[src/design/assert_macros.svh]
// Assertion macros shared by the nearest point search RTL.
`ifndef ASSERT_MACROS_SVH
`define ASSERT_MACROS_SVH

// Property that must hold at every clock edge outside reset.
`define ASSERT_CLK(lbl, clk, rst_n, prop, msg) \
	lbl: assert property (@(posedge clk) disable iff (!rst_n) prop) else $error(msg);

// Condition that must never be seen at a clock edge outside reset.
`define ASSERT_NEVER(lbl, clk, rst_n, cond, msg) \
	lbl: assert property (@(posedge clk) disable iff (!rst_n) !(cond)) else $error(msg);

`endif

[src/design/npss_pkg.sv]
// Package: command codes, field widths and controller/datapath interface types.
`timescale 1ns / 1ps

package npss_pkg;

	localparam int COORD_W  = 24;
	localparam int RADIUS_W = 23;
	localparam int IDX_W    = 6;
	localparam int SKIP_W   = 7;
	localparam int PT_W     = 3 * COORD_W;
	localparam int DIFF_W   = COORD_W + 1;
	localparam int SQ_W     = 2 * COORD_W + 1;
	localparam int SUM_W    = SQ_W + 1;
	localparam int R2_W     = 2 * RADIUS_W;

	typedef enum logic [1:0] {
		CMD_INSERT  = 2'd0,
		CMD_NEAREST = 2'd1,
		CMD_RADIUS  = 2'd2,
		CMD_CLEAR   = 2'd3
	} cmd_t;

	// controller -> datapath
	typedef struct packed {
		logic             load;
		logic             rd_en;
		logic             rd_tail;
		logic [IDX_W-1:0] rd_addr;
		logic             wr_en;
		logic [IDX_W-1:0] wr_addr;
		logic             ins_emit;
		logic             ins_ok;
		logic             flush;
	} npss_ctl_t;

	// datapath -> controller
	typedef struct packed {
		logic scan_done;
		logic pipe_busy;
	} npss_sts_t;

endpackage

[src/design/npss_ctrl.sv]
// Controller: command decode, point count, scan address sequencing.
`timescale 1ns / 1ps
`include "assert_macros.svh"

module npss_ctrl #(
	parameter int MAX_POINTS = 64
) (
	input  logic                    clk,
	input  logic                    arst_n,
	input  logic                    start,
	input  logic [1:0]              command,
	input  npss_pkg::npss_sts_t     sts,
	output npss_pkg::npss_ctl_t     ctl,
	output logic                    busy
);

	localparam int AW = (MAX_POINTS > 1) ? $clog2(MAX_POINTS) : 1;
	localparam int CW = $clog2(MAX_POINTS + 1);

	typedef enum logic [4:0] {
		ST_IDLE   = 5'b00001,
		ST_INSERT = 5'b00010,
		ST_SCAN   = 5'b00100,
		ST_DRAIN  = 5'b01000,
		ST_FLUSH  = 5'b10000
	} state_t;

	state_t         state_q, state_d;
	logic [CW-1:0]  count_q, count_d;
	logic [AW-1:0]  addr_q, addr_d;
	logic           tail;
	logic           full;

	assign tail = (CW'(addr_q) + CW'(1)) == count_q;
	assign full = count_q == CW'(MAX_POINTS);
	assign busy = state_q != ST_IDLE;

	always_comb begin
		state_d     = state_q;
		count_d     = count_q;
		addr_d      = addr_q;
		ctl         = '0;
		ctl.rd_addr = npss_pkg::IDX_W'(addr_q);
		ctl.wr_addr = npss_pkg::IDX_W'(count_q[AW-1:0]);
		unique case (state_q)
			ST_IDLE: begin
				if (start) begin
					ctl.load = 1'b1;
					addr_d   = '0;
					unique case (npss_pkg::cmd_t'(command)) inside
						npss_pkg::CMD_INSERT: state_d = ST_INSERT;
						npss_pkg::CMD_NEAREST, npss_pkg::CMD_RADIUS: begin
							state_d = (count_q == '0) ? ST_FLUSH : ST_SCAN;
						end
						npss_pkg::CMD_CLEAR: count_d = '0;
						default: state_d = ST_IDLE;
					endcase
				end
			end
			ST_INSERT: begin
				ctl.ins_emit = 1'b1;
				ctl.ins_ok   = !full;
				ctl.wr_en    = !full;
				if (!full) begin
					count_d = count_q + CW'(1);
				end
				state_d = ST_IDLE;
			end
			ST_SCAN: begin
				ctl.rd_en   = 1'b1;
				ctl.rd_tail = tail;
				addr_d      = addr_q + AW'(1);
				if (tail) begin
					state_d = ST_DRAIN;
				end
			end
			ST_DRAIN: begin
				if (sts.scan_done) begin
					state_d = ST_FLUSH;
				end
			end
			ST_FLUSH: begin
				ctl.flush = 1'b1;
				state_d   = ST_IDLE;
			end
			default: state_d = ST_IDLE;
		endcase
	end

	always_ff @(posedge clk or negedge arst_n) begin
		if (!arst_n) begin
			state_q <= ST_IDLE;
			count_q <= '0;
			addr_q  <= '0;
		end else begin
			state_q <= state_d;
			count_q <= count_d;
			addr_q  <= addr_d;
		end
	end

	`ASSERT_NEVER(a_count_range, clk, arst_n, count_q > CW'(MAX_POINTS), "point count past capacity")
	`ASSERT_CLK(a_idle_after_result, clk, arst_n, $fell(busy) |-> $past(ctl.flush || ctl.ins_emit), "busy dropped without a final result")
	`ASSERT_NEVER(a_flush_pipe_empty, clk, arst_n, ctl.flush && sts.pipe_busy, "flush while scan still in flight")

endmodule

[config.mk]
export PLATFORM = sky130hd
export DESIGN_NAME = npss_ctrl
export DESIGN_NICKNAME = d
export VERILOG_FILES = /design/src/design/npss_pkg.sv /design/src/design/npss_ctrl.sv
export VERILOG_INCLUDE_DIRS = /design/src /design/src/design
export SDC_FILE = /design/constraint.sdc
export NUM_CORES = 1
export LEC_CHECK = 0
export ABC_AREA = 1
export BUFFER_PORTS_ARGS = -buffer_cell sky130_fd_sc_hd__buf_2
export CAP_MARGIN = 20
export CORE_MARGIN = 4
export CORE_UTILIZATION = 50
export CTS_BUF_LIST = sky130_fd_sc_hd__clkbuf_16
export CTS_CLUSTER_DIAMETER = 200
export CTS_CLUSTER_SIZE = 12
export DETAILED_ROUTE_END_ITERATION = 16
export PLACE_DENSITY = 0.71
export SYNTH_ARGS = -nofsm -noshare
export SYNTH_HDL_FRONTEND = slang
export SYNTH_SLANG_ARGS = --single-unit
[constraint.sdc]
create_clock -name clk -period 2.3 [get_ports clk]
set_clock_uncertainty 0.15 [all_clocks]
set_input_delay 0.46 -clock clk [delete_from_list [all_inputs] [get_ports clk]]
set_output_delay 0.46 -clock clk [all_outputs]
set_load 0.02 [all_outputs]
==> Word level (Yosys, flattened, before mapping) <==
Index checks and enable logic that the tools add are counted.
{ "op_classes": {"n_addsub": 3, "eq_ne": 17, "muxes": 18, "reduce_logical": 9} }
{ "op_table": {"columns": ["op", "n"], "rows": [
  ["$pmux W5 S3", 2],
  ["$mux W7", 3],
  ["$mux W5", 4],
  ["$pmux W7 S2", 1],
  ["$ne A2 B2 Y1 const B", 6],
  ["$pmux W6 S2", 1],
  ["$reduce_and A4 Y1", 2],
  ["$add A6 B1 Y7 const B", 1],
  ["$add A7 B1 Y7 const B", 1],
  ["$eq A7 B7 Y1", 1],
  ["$eq A7 B7 Y1 const B", 1],
  ["$logic_not A7 Y1", 1],
  ["$add A6 B1 Y6 const B", 1],
  ["$mux W6", 1],
  ["$eq A5 B1 Y1 const B", 1],
  ["$eq A5 B2 Y1 const B", 1],
  ["$eq A5 B3 Y1 const B", 1],
  ["$eq A5 B4 Y1 const B", 1],
  ["$eq A5 B5 Y1 const B", 1],
  ["$ne A5 B1 Y1 const B", 1],
  ["$eq A2 B2 Y1 const B", 2],
  ["$mux W1", 4],
  ["$mux W2", 2],
  ["$reduce_bool A2 Y1", 2],
  ["5 further kinds", 5]
]} }
{ "word_totals": {"register_bits": 18, "in_bits": 7, "output_inout_bits": 20} }

==> Longest topological paths before layout <==
Gate-level depths: netlist of run 1.
{ "depth": {"ltp_word": 5, "depth_mapped": 13, "depth_no_buf": 13} }

==> Least setup slack after synthesis of run 1 <==
Ideal clock, no wire load.
{ "synth_timing": {"kind": "register to output", "startpoint": "register addr_q[1]", "endpoint": "output ctl[16] in the netlist's numbering", "arrival_ps": 1571, "slack_ps": 119, "path_stages_with_launch": 10, "path_buffers": 0, "path_cell_list": "dfrtp_1 > ha_1 > nand2_1 > inv_1 > nand2_1 > o21ai_0 > nand2_1 > nor2_1 > nand2_1 > nor2_1"} }
{ "synth_rtl": {"columns": ["element", "line_no", "rtl"], "rows": [
  ["start, declared", "npss_ctrl.sv:30", "logic [AW-1:0] addr_q, addr_d;"],
  ["start signal, assigned", "npss_ctrl.sv:98", "addr_q <= addr_d;"],
  ["end, declared", "npss_ctrl.sv:13", "output npss_pkg::npss_ctl_t ctl,"]
]} }

==> Final worst setup path of run 1 <==
{ "layout_timing": {"startpoint": "register addr_q[0]", "endpoint": "register addr_q[2]"} }
{ "layout_between": {"elab_chain_cells": 2} }
{ "layout_lines": {"columns": ["element", "line_no", "rtl"], "rows": [
  ["$add A6 B1 Y6", "npss_ctrl.sv:72", "addr_d = addr_q + AW'(1);"],
  ["$pmux W6 S2", "npss_ctrl.sv:45", "unique case (state_q)"]
]} }
No other way between the ends.
A chain may end at the register's enable or synchronous reset.

==> run metrics, run 1 <==
outcome=finished, violations left; violations in the final reports=negative hold slack, negative setup slack; yosys warns=0; number of flops mapped to enable cells by yosys=0; vias in the first global route=1268; height of the chip=58.8 um; simple-gate area share of the yosys netlist=31.4%; maximum clock frequency=0.423 GHz; estimated wirelength of the detail-placed design=2.27 mm; Setup Crit Path Kind=flop to flop; Hold WS=-0.00872 ns; number of optimization iterations in the first detailed-route pass=4; multiplexer share of the synthesized area=0%; kind of capture point of the worst setup path=flop; FFs w/ async S/R, synth=100%; clock tree from TritonCTS=done; H-tree Lvls=1; Synth Cell Area=1290 sq um; maxcap violations=0; Post-Synthesis Net Count=181; number of buffers inserted during clock tree synthesis=3; worst path setup slack after routing=-0.0630 ns; DIE WIDTH=58.8 um; remaining antenna violation count=0; largest fanout on the critical path=3; Power Dens Cells=1050 nW/um^2; remaining routing DRC violations=0; number of endpoints with negative hold slack in the final report=14; static power due to leakage=0.000822 uW; arrival time at the worst endpoint=2.38 ns; signed area change from the synthesized netlist to the final layout=28.8%; WP data required=2.32 ns; number of buffers on the longest clock path=2; largest net degree at the start of global routing=19; Synth cell types=31; total inserted antenna cells=0; post-synthesis adder-cell area fraction=4.84%; unrepaired setup endpoints after global routing=true; worst slew pin tran=0.557 ns; total via count after detailed routing=1266; die area=3460 sq um; Floorplan Core Area=2480 sq um; clock sink count=18; total of hold buffers inserted after clock tree synthesis=0; type of the most critical hold path=input port to async pin; Setup crit start kind=flop; Design Area, Final=1660 sq um; part of the cycle the worst path needs=103%; total cell area at the placement stage=1410 sq um; headroom to the max-slew limit=62.5%; routed wire length per instance=14.5 um; nets=218; iteration-0 DRC count of the detailed router=60; Vias/cell=5.39; gate count after technology mapping=169; sum of overflow across all layers after global routing=0; synthesized area divided by synthesized cell count=7.64 sq um; weighted congestion reported at the end of routability-driven placement=0.881; number of setup violations in the final report=2; initial standard-cell utilization of the core=52.1%; antenna violations before repair=0; number of max-slew violations in the final report=0; number of top-level design ports=27; global router's overall resource usage=21.8%; clock latency on the worst-skew pair=0.25 ns; Synth Area in XOR/XNOR=3.39%; proportion of layout cells with a drive suffix above 1=37.6%; complex-gate fraction of the synthesized area=12.4%; sequential share of the synthesized area=35.0%; total number of placement rows=18; worst supply voltage drop on vdd=659 uV; number of port buffers=25; most common flop cell mapped by yosys=sky130_fd_sc_hd__dfrtp_1; first-pass GRT wire length=5.76 mm; main combinational cell family by area after synthesis=simple AND/OR/NAND/NOR gates; root cell of the clock tree=sky130_fd_sc_hd__clkbuf_16; Tmin final=2.36 ns; sum of routed wire length over all layers=3.42 mm; count of state elements after synthesis=18; clock transition at the registers of the reported paths=0.05 ns
## state kept, by name, summed over array words and instances (netlist names)
| register | flops |
|---|---|
| addr_q | 6 |
| count_q | 7 |
| state_q | 5 |
## layout make-up
class / count / area, sq um
Inverter: 29 / 114
Fill cell: 197 / 815
Tap cell: 30 / 37.5
Clock buffer: 3 / 75.1
Timing Repair Buffer: 40 / 244
Multi-Input combinational cell: 114 / 734
Clock inverter: 1 / 3.75
Sequential cell: 18 / 454
## through the flow
stage	setup TNS [ns]	cells	setup WS [ns]	util, %	total power, uW
finish	-0.100	235	-0.0630	67.1	1750
CTS	-0.0234	235	-0.0234	65.9	1740
global route	-0.355	235	-0.173	67.1	1890
global placement	0	218	0.155	57.0	1330
floorplan	0	169	0.119	-	1190
detailed placement	0	218	0.134	57.0	1350
## logic make-up (layout without fill, tap and decap cells)
group	Yosys count	in the layout
and+or+nand+nor	80	80
buffers and inverters	37	73
AOI/OAI and AO/OA	24	24
DFF	18	18
adders and majority gates	5	5
xor gates and xnor gates	5	5
## worst max-delay path: stages, from the launching register on
cell                      delay, ns
sky130_fd_sc_hd__dfrtp_1       0.41
sky130_fd_sc_hd__ha_4          0.19
sky130_fd_sc_hd__nand2_4       0.09
sky130_fd_sc_hd__nand2_2       0.07
sky130_fd_sc_hd__buf_4         0.13
sky130_fd_sc_hd__buf_4         0.13
sky130_fd_sc_hd__buf_4         0.12
sky130_fd_sc_hd__buf_4         0.12
sky130_fd_sc_hd__buf_4         0.12
sky130_fd_sc_hd__buf_4         0.12
sky130_fd_sc_hd__buf_4         0.13
sky130_fd_sc_hd__buf_4         0.13
sky130_fd_sc_hd__buf_4         0.13
sky130_fd_sc_hd__buf_4         0.13
sky130_fd_sc_hd__o22ai_2       0.12
## metal layers
metal	GRT usage [%]	vias to the layer above	routed length, um
li1	-	615	-
met1	27.6	582	1440
met2	35.5	53	1630
met3	5.26	16	236
met4	9.06	0	118
met5	0	-	0
## cell usage after synthesis, types with 2 or more instances
| cell type | instances | area, sq um |
|---|---|---|
| sky130_fd_sc_hd__nand2_2 | 3 | 18.8 |
| sky130_fd_sc_hd__nor4_4 | 2 | 42.5 |
| sky130_fd_sc_hd__nand2_1 | 37 | 139 |
| sky130_fd_sc_hd__buf_4 | 7 | 52.6 |
| sky130_fd_sc_hd__inv_2 | 2 | 7.51 |
| sky130_fd_sc_hd__nor2_1 | 12 | 45.0 |
| sky130_fd_sc_hd__o21ai_0 | 7 | 35.0 |
| sky130_fd_sc_hd__o21ai_1 | 3 | 15.0 |
| sky130_fd_sc_hd__nor3_1 | 2 | 10.0 |
| sky130_fd_sc_hd__nand3_1 | 16 | 80.1 |
| sky130_fd_sc_hd__nand4_1 | 2 | 12.5 |
| sky130_fd_sc_hd__o22ai_1 | 7 | 43.8 |
| sky130_fd_sc_hd__dfrtp_1 | 17 | 425 |
| sky130_fd_sc_hd__xor2_1 | 5 | 43.8 |
| sky130_fd_sc_hd__a21oi_4 | 2 | 32.5 |
| sky130_fd_sc_hd__ha_1 | 5 | 62.6 |
| sky130_fd_sc_hd__inv_1 | 26 | 97.6 |
## path summary, 6_finish.rpt
path / start / endpoint / slack [ns] / depth (start not counted)
min reg2reg: count_q[0] / count_q[0] / 0.39 / 1
max reg2reg: addr_q[0] / addr_q[2] / -0.06 / 14
max: addr_q[0] / addr_q[2] / -0.06 / 14
min: arst_n / addr_q[0] / -0.009 / 1
max in group asynchronous: arst_n / state_q[0] / 1.68 / 1
min in group clk: sts[1] / state_q[3] / 0.36 / 4
## cell usage in the layout (no fill, tap or decap), types with 2 or more instances in the layout
cell type                   count
sky130_fd_sc_hd__nand2_2        9
sky130_fd_sc_hd__nand2_1       30
sky130_fd_sc_hd__buf_2         24
sky130_fd_sc_hd__clkbuf_16      3
sky130_fd_sc_hd__dfrtp_1       15
sky130_fd_sc_hd__dfrtp_2        2
sky130_fd_sc_hd__nand3_2        2
sky130_fd_sc_hd__nand3_1       14
sky130_fd_sc_hd__o22ai_1        6
sky130_fd_sc_hd__ha_1           4
sky130_fd_sc_hd__nor4_4         2
sky130_fd_sc_hd__buf_4         15
sky130_fd_sc_hd__a21oi_4        2
sky130_fd_sc_hd__nor2_1        11
sky130_fd_sc_hd__inv_1         22
sky130_fd_sc_hd__o21ai_1        3
sky130_fd_sc_hd__nand4_1        2
sky130_fd_sc_hd__inv_2          5
sky130_fd_sc_hd__nor3_1         2
sky130_fd_sc_hd__inv_4          2
sky130_fd_sc_hd__xor2_1         5
sky130_fd_sc_hd__o21ai_0        6
sky130_fd_sc_hd__nor2_4         2
## report_power, final
group          switching [uW]  total (uW)  internal (uW)
sequential                118         518            400
combinational             570         888            319
clock                     113         344            231
total                     800        1750            949
## timing repair
action | CTS | global route
endpoints found under the setup margin | 1 | 4
pin swaps | 11 | 5
gates cloned | 0 | 0
resized for setup | 16 | 10
setup buffers | 13 | 0
No activity file was read; power rests on OpenSTA's default activity.
==> inputs of run 2 (changes only) <==
Clock period 2.3 ns to 2.9 ns, I/O delays scaled along.
==> run 2 against run 1 <==
The run now ends clean; register-to-register slack improved by 1.2 ns; utilization fell by 7.5 points; hold slack better by 0.11 ns; wire length decreased by 20%; critical path depth shrank 3; design area shrank 11%; non-clock buffer count shrank 15; die area unchanged; worst setup slack better by 0.37 ns; via count fell by 9.7%; total power down 24%; sequential share of layout area increased by 3.3 points; critical path type is now flop to primary output.
==> run metrics, run 2 (synthesis gave the netlist of run 1 again) <==
H-tree Lvls=1 (unchanged); number of optimization iterations in the first detailed-route pass=4 (unchanged); proportion of layout cells with a drive suffix above 1=22.6% (-15 points); total via count after detailed routing=1143 (-9.7%); arrival time at the worst endpoint=1.86 ns (-0.52 ns); worst supply voltage drop on vdd=676 uV (+2.5%); global router's overall resource usage=18.2% (-3.6 points); sum of routed wire length over all layers=2.75 mm (-20%); type of the most critical hold path=input port to async pin; iteration-0 DRC count of the detailed router=33 (-45%); largest fanout on the critical path=5 (+2); number of setup violations in the final report=0 (-2); number of endpoints with negative hold slack in the final report=0 (-14); post-layout power=1330 uW (-24%); outcome=complete, no violations; crit path cell chain=ha_1 -> nand2_1 -> inv_1 -> nand2_1 -> nand2_1 -> nand2_1 -> nand3_1 -> nor2_1 -> nand2_1 -> nor2_1 -> buf_2; post-route setup TNS=0 ns (+0.100 ns); nets=203 (-6.9%); cts repair resizes=0 (-16); total of hold buffers inserted after clock tree synthesis=0 (unchanged); number of port buffers=25 (unchanged); clock latency on the worst-skew pair=0.25 ns (about the same); initial standard-cell utilization of the core=52.1% (unchanged); unrepaired setup endpoints after global routing=false; WP data required=2.17 ns (-0.15 ns); CP max stage delay=0.42 ns (about the same); kind of capture point of the worst setup path=primary output; weighted congestion reported at the end of routability-driven placement=0.892 (+1.2%); height of the chip=58.8 um (unchanged); Setup Crit Path Kind=flop to primary output; total number of placement rows=18 (unchanged); leading cell type in the layout, fill and taps excluded=sky130_fd_sc_hd__nand2_1; routed wire length per instance=12.5 um (-14%); number of buffers on the longest clock path=2 (unchanged); part of the cycle the worst path needs=89.4%; estimated wirelength of the detail-placed design=2.21 mm (-2.7%); largest net degree at the start of global routing=19 (unchanged); Largest Register=count_q; signed area change from the synthesized netlist to the final layout=14.3%; first-pass GRT wire length=4.90 mm (-15%); highest-delay cell along the critical path=sky130_fd_sc_hd__dfrtp_1; max reg flops=7 (unchanged); remaining antenna violation count=0 (unchanged); vias in the first global route=1173 (-7.5%); maximum clock frequency=0.386 GHz; antenna violations before repair=0 (unchanged); Setup crit start kind=flop; cell repeated most along the worst path=sky130_fd_sc_hd__nand2_1; worst slew pin tran=0.513 ns (-0.0439 ns); number of max-slew violations in the final report=0 (unchanged); clock transition at the registers of the reported paths=0.05 ns (about the same); Tmin final=2.59 ns; total inserted antenna cells=0 (unchanged); headroom to the max-slew limit=65.5% (+3.0 points); clock sink count=18 (unchanged); maxcap violations=0 (unchanged); Vias/cell=5.20 (-3.6%); number of buffers inserted during clock tree synthesis=3 (unchanged); Post-CTS Setup Inserts=0 (-13); Power Dens Cells=900 nW/um^2 (-15%); R2R cell count=5 (-9); remaining routing DRC violations=0 (unchanged); most used cells in the layout excluding fill and tap cells=37 x sky130_fd_sc_hd__nand2_1, 26 x sky130_fd_sc_hd__inv_1, 25 x sky130_fd_sc_hd__buf_2; sum of overflow across all layers after global routing=0 (unchanged); Floorplan Core Area=2480 sq um (unchanged); clock tree from TritonCTS=done; number of top-level design ports=27 (unchanged); die area=3460 sq um (unchanged); root cell of the clock tree=sky130_fd_sc_hd__clkbuf_16; static power due to leakage=0.000740 uW (-10%); biggest regs=count_q (7), addr_q (6), state_q (5); DIE WIDTH=58.8 um (unchanged)
## run 2: cell types whose count changed in the layout (fill, tap and decap cells not counted), sizes merged
cell / before / now
buf: 40 / 25
## run 2: worst paths after layout
kind | from | endpoint | slack, ns
worst max register to register | state_q[0] | addr_q[2] | 1.12
worst min-delay path | arst_n | addr_q[1] | 0.10
max in group asynchronous | arst_n | state_q[0] | 2.18
min in group clk | addr_q[4] | addr_q[4] | 0.43
worst min register to register | addr_q[4] | addr_q[4] | 0.43
worst max-delay path | addr_q[0] | ctl[16] | 0.31
## run 2: cell type report
class	count	area, sq um
Clock inverter	1	3.75
Timing Repair Buffer	25	125
Multi-Input combinational cell	114	672
Clock buffer	3	75.1
Tap cell	30	37.5
Sequential cell	18	452
Inverter	29	111
Fill cell	242	1000
## run 2: worst max-delay path, delay by kind of cell (launching register included)
kind | cells | cell delay [ns]
and+or+nand+nor | 8 | 0.72
DFF | 1 | 0.42
adders and majority gates | 1 | 0.25
buffers and inverters | 2 | 0.23
## run 2: per-stage QoR
| stage | instances | hold slack (ns) | utilization, % | setup slack, ns | area [sq um] |
|---|---|---|---|---|---|
| final | 220 | 0.103 | 59.6 | 0.307 | 1480 |
| after global routing | 220 | 0.132 | 59.6 | 0.188 | 1480 |
| after CTS | 220 | 0.117 | 59.6 | 0.314 | 1480 |
| after detailed placement | 216 | 0.379 | 56.4 | 0.596 | 1400 |
| after global placement | 216 | 0.375 | 56.4 | 0.631 | 1400 |
| after floorplan | 169 | 0.134 | - | 0.599 | 1290 |
## run 2: routing by layer
layer	GRT usage (%)	routed length [um]	vias up
li1	-	-	588
met4	6.47	22	0
met1	23.4	1250	519
met2	29.3	1310	32
met3	4.82	160	4
met5	0	0	-
## run 2: power by group
| group | internal (uW) | leakage, uW | total (uW) | switching (uW) |
|---|---|---|---|---|
| registers | 316 | 0.000243 | 411 | 95.9 |
| logic | 226 | 0.000458 | 646 | 420 |
| clock network | 183 | 0.0000385 | 271 | 87.5 |
| total | 725 | 0.000740 | 1330 | 604 |
